[config.mk]
export PLATFORM = sky130hd
export DESIGN_NAME = kajt_ram
export DESIGN_NICKNAME = d
export VERILOG_FILES = /design/src/hw/rtl/kajt_ram.sv
export SDC_FILE = /design/constraint.sdc
export NUM_CORES = 1
export LEC_CHECK = 0
export BUFFER_PORTS_ARGS = -buffer_cell sky130_fd_sc_hd__buf_4
export CELL_PAD_IN_SITES_DETAIL_PLACEMENT = 0
export CELL_PAD_IN_SITES_GLOBAL_PLACEMENT = 1
export CORE_MARGIN = 4
export CORE_UTILIZATION = 48
export DETAILED_ROUTE_END_ITERATION = 12
export PLACE_DENSITY_LB_ADDON = 0.08
export SYNTH_ARGS = -nofsm -noshare
export SYNTH_HDL_FRONTEND = slang
export SYNTH_SLANG_ARGS = --single-unit
[constraint.sdc]
create_clock -name clock -period 1.7 [get_ports clock]
set_input_delay 0.17 -clock clock [delete_from_list [all_inputs] [get_ports clock]]
set_output_delay 0.17 -clock clock [all_outputs]
set_load 0.01 [all_outputs]
[src/hw/rtl/kajt_ram.sv]
// generic simple dual port ram, one write and one registered read a cycle
// no dependencies
module kajt_ram #(
   parameter int WIDTH = 8,
   parameter int DEPTH = 16
) (
   input  logic                     clock,
   input  logic                     wr_en,
   input  logic [$clog2(DEPTH)-1:0] wr_addr,
   input  logic [WIDTH-1:0]         wr_data,
   input  logic                     rd_en,
   input  logic [$clog2(DEPTH)-1:0] rd_addr,
   output logic [WIDTH-1:0]         rd_data
);

   logic [WIDTH-1:0] mem_ff [DEPTH];
   logic [WIDTH-1:0] rd_data_ff;

   always_ff @(posedge clock) begin
      if (wr_en) begin
         mem_ff[wr_addr] <= wr_data;
      end
      if (rd_en) begin
         rd_data_ff <= mem_ff[rd_addr];
      end
   end

   assign rd_data = rd_data_ff;

endmodule

Word level (Yosys, flattened, before mapping)
Memories as Yosys holds them, arrays and structs flattened. A register that Yosys moved wholly into a read port is not among the register bits.
Cells that the tools add are included.
{ "word_totals": {"ram_bits": 128, "memories": 1, "regBits": 0, "in_bits": 19, "latchBits": 0, "output_inout_bits": 8, "romBits": 0, "wordCells": 3} }
{ "memory_table": {"columns": ["memory", "words", "word_bits", "rd", "rd_ports_with_merged_regs", "wr", "line", "source"], "rows": [
  ["mem_ff", 16, 8, 1, 1, 1, "16", "logic [WIDTH-1:0] mem_ff [DEPTH];"]
]} }
{ "op_classes": {"shifts": 0, "n_lt_le_gt_ge": 0, "bitwise": 0, "eq_ne": 0, "muxes": 2, "reduce_logical": 0, "n_addsub": 0, "multipliers": 0, "div_mod_pow": 0} }
{ "op_table": {"columns": ["cell", "n"], "rows": [
  ["1-bit two-way mux", 2]
]} }

Logic depth before layout (Yosys ltp)
{ "logic_depth": {"depth_word": 2, "mapped_depth": 5, "ltp_nobuf": 3} }

Worst setup path after synthesis
OpenSTA, ideal clock, no wires.
{ "synth_path": {"path_type": "input to register", "startpoint": "input wr_addr[2]", "endpoint": "memory mem_ff[0][0] (enable)", "n_path_buf": 0, "setup_time_ps": 383, "setup_slack_ps": 37, "stages": 2, "t_arrival_ps": 1280, "cell_sequence": "or3b_2 nor3_1"} }
{ "synth_rtl": {"columns": ["element", "line", "source"], "rows": [
  ["start, declared", "9", "input logic [$clog2(DEPTH)-1:0] wr_addr,"],
  ["end, declared", "16", null]
]} }
Straight into the memory's write port.

==> flow_metrics.tcl <==
set metrics [dict create \
    status "finished, final reports clean" \
    critPathArrivalTime_ns 1.76 \
    drt-initial-drc-count 168 \
    grt_pass1_wl_mm 15.88 \
    irDropWorstVdd_uv 553.4 \
    vias 2473 \
    powerDensity_nw_per_um2 1250 \
    crit_required_ns 1.95 \
    regToRegStartpoint "mem_ff[9][3]" \
    hold_path.class "input port to flip-flop" \
    cts_buffers 17 \
    overflow 0 \
    wl_met3_um 840 \
    hpwlAfterDp_mm 6.545 \
    drcViolationCount 0 \
    final_antenna_net_count 0 \
    crit-reg2reg-capture "rd_data[3]" \
    cts_resized 0 \
    antenna-diode-count 0 \
    p_seq_share_pct 46.9 \
    power_frac_clock_pct 48.0 \
    cts_max_level 4 \
    synth_cell_types 18 \
    p_leak_nw 2.228 \
    worstSkewPairLatency_ns 0.51 \
    die_x_um 112.4 \
    start_util_pct 49.96 \
    critical_path_class "flip-flop to flip-flop" \
    cts_tree "done" \
    synth.area.mux_share_pct 14.79 \
    vias_per_cell 5.520 \
    fin_nets 319 \
    netlist_area_um2 5228 \
    synth_compound_area_share_pct 2.298 \
    cp-endpoint "rd_data[3]" \
    switching_share_pct 18.05 \
    fin_tns_setup_ns 0 \
    grt_usage_pct 17.72 \
    cts_setup_buffers 0 \
    placed_area_um2 5759 \
    syn_avg_cell_area_um2 22.83 \
    fin_crit_sh_pct 88.89 \
    max-slew-margin-rel_pct 71.64 \
    synth_fp_nets 248 \
    root_buffer "clkbuf_8" \
    die-area_um2 12620 \
    grt_max_degree 17 \
    routabilityCongestion 0.7336 \
    worst_hold_slack_ns 0.1922 \
    ys_seq_elements 136 \
    reg2reg_slack_ns 0.19 \
    seq_area_frac_synth_pct 78.12 \
    ios 27 \
    portBuffers 26 \
    grt_pass1_vias 2611 \
    power_switching_mw 1.461 \
    worst_pin_slew_ns 0.4254 \
    synthXorXnorAreaFrac_pct 0 \
    dr.pass1.iters 4 \
    rows 37 \
    met2WireLength_mm 4.944 \
    pwr-share-comb_pct 5.1 \
    highest_layer "met4" \
    cts.path.max_buffers 2 \
    cts.sinks 136 \
    n_fill_cell 756 \
    syn_to_final_growth_pct 23.93 \
    crit_path_start_kind "flip-flop" \
    synth_top_family_by_area "multiplexers" \
    p_int_mw 6.635 \
    cp_max_fo 1 \
    crit_start "mem_ff[9][3]" \
    core_um2 10460 \
    final_layout_size_suffix_gt1_share_pct 31.09 \
    finalSetupViolCount 0 \
    cap_violations 0 \
    reg2regPathDepth 3 \
    finClkSkew_ns 0.006556 \
    hold_viol_final 0 \
    wl_per_cell_um 22.96 \
    yosys_warnings 0 \
    synth_fa_ha_area_share_pct 0 \
    die_h_um 112.4 \
    syn-instance-count 229 \
    wl_met1_mm 4.366 \
    min_period_ns 1.511 \
    clk_pin_slew_ns 0.06 \
    rsz0062_at_grt "false" \
    slew_violations 0 \
    synthSimpleGateAreaFrac_pct 3.135 \
    max_freq_mhz 661.7 \
    postLayoutCoreUtil_pct 61.92 \
    antenna_found_initial 0 \
    final_area_um2 6479 \
    wirelength_mm 10.28 \
    crit_path_end_kind "flip-flop" \
]
[per-layer routing]
metal / global-route usage (%) / up-vias
li1: - / 1121
met1: 24.96 / 1241
met2: 26.86 / 98
met3: 4.582 / 13
met4: 6.811 / 0
met5: 0 / -
[per-stage QoR]
stage	setup WS, ns	power [mW]	cells
after floorplan	0.03713	4.061	229
after global placement	-0.08617	4.263	408
after detailed placement	-0.07745	4.268	408
after CTS	0.1513	8.159	448
after global routing	0.06839	8.376	448
final	0.1888	8.096	448
[cells in the mapped netlist]
cell | n | area, µm²
buf_4 | 1 | 7.510
nor2_1 | 13 | 48.80
and2_1 | 1 | 6.260
mux4_1 | 14 | 367.9
nand3b_1 | 2 | 15.01
nand2_1 | 9 | 33.78
edfxtp_1 | 136 | 4084
clkdlybuf4s25_2 | 3 | 30.03
buf_6 | 3 | 33.78
a22oi_1 | 16 | 120.1
nor3_1 | 4 | 20.02
and2b_1 | 1 | 7.510
buf_2 | 3 | 15.01
nand3_1 | 1 | 5.000
nand2b_1 | 2 | 12.51
mux4_2 | 18 | 405.4
nor2b_1 | 1 | 6.260
or3b_2 | 1 | 8.760
[what timing repair did]
item	CTS	global route
hold endpoints to repair	136	0
hold buffers	9	0
setup endpoints to repair	0	0
[how the worst min path moves through the flow]
stage                     slack (ns)  startpoint  depth (start not counted)             to
after floorplan                 0.27  wr_data[0]                          0   mem_ff[0][0]
after global placement          0.48  wr_data[2]                          1   mem_ff[2][2]
after detailed placement        0.49       rd_en                          1     rd_data[2]
after CTS                       0.17  wr_addr[0]                          3   mem_ff[4][0]
after global routing            0.19  wr_addr[1]                          3  mem_ff[12][6]
final                           0.19  wr_addr[0]                          3   mem_ff[4][0]
[placed cells by master (no fill, tap or decap), types with 6 or more instances in the layout]
cell           count
a22oi_1           16
dlygate4sd3_1      9
clkbuf_16         16
buf_4             49
mux4_1            14
edfxtp_1         136
mux4_2            18
bufinv_16          6
nand2_1            9
nor2_1            13
[power groups by stage]
stage	combinational [mW]	clock, mW	sequential, mW
6_report	0.410	3.89	3.80
3_3_place_gp	0.395	0	3.87
3_5_place_dp	0.400	0	3.87
2_1_floorplan	0.191	0	3.87
4_1_cts	0.416	3.94	3.80
5_1_grt	0.444	4.13	3.80
[state kept, by name, summed over array words and instances, names as in the netlist]
register and cells:
mem_ff 128, rd_data 8
[critical path, cell delays in order (launching register included)]
cell and delay (ns):
edfxtp_1 0.34, mux4_1 0.50, a22oi_1 0.32, nand2_1 0.08
[final cells by class]
| class | count | area (µm²) | share of cell area, % |
|---|---|---|---|
| sequential | 136 | 4084 | 63.04 |
| clock inverter | 10 | 200.2 | 3.090 |
| multi-input combinational | 83 | 1057 | 16.32 |
| clock buffer | 21 | 429.2 | 6.624 |
| tap | 136 | 170.2 | 2.626 |
| timing repair buffer | 62 | 538.0 | 8.304 |
[cells by family (layout without fill, tap and decap cells)]
group | count (synthesis) | count (layout)
compound gates | 16 | 16
buf+inv | 10 | 93
mux | 32 | 32
flops | 136 | 136
simple gates | 35 | 35
Power figures use the tool's default switching activity.
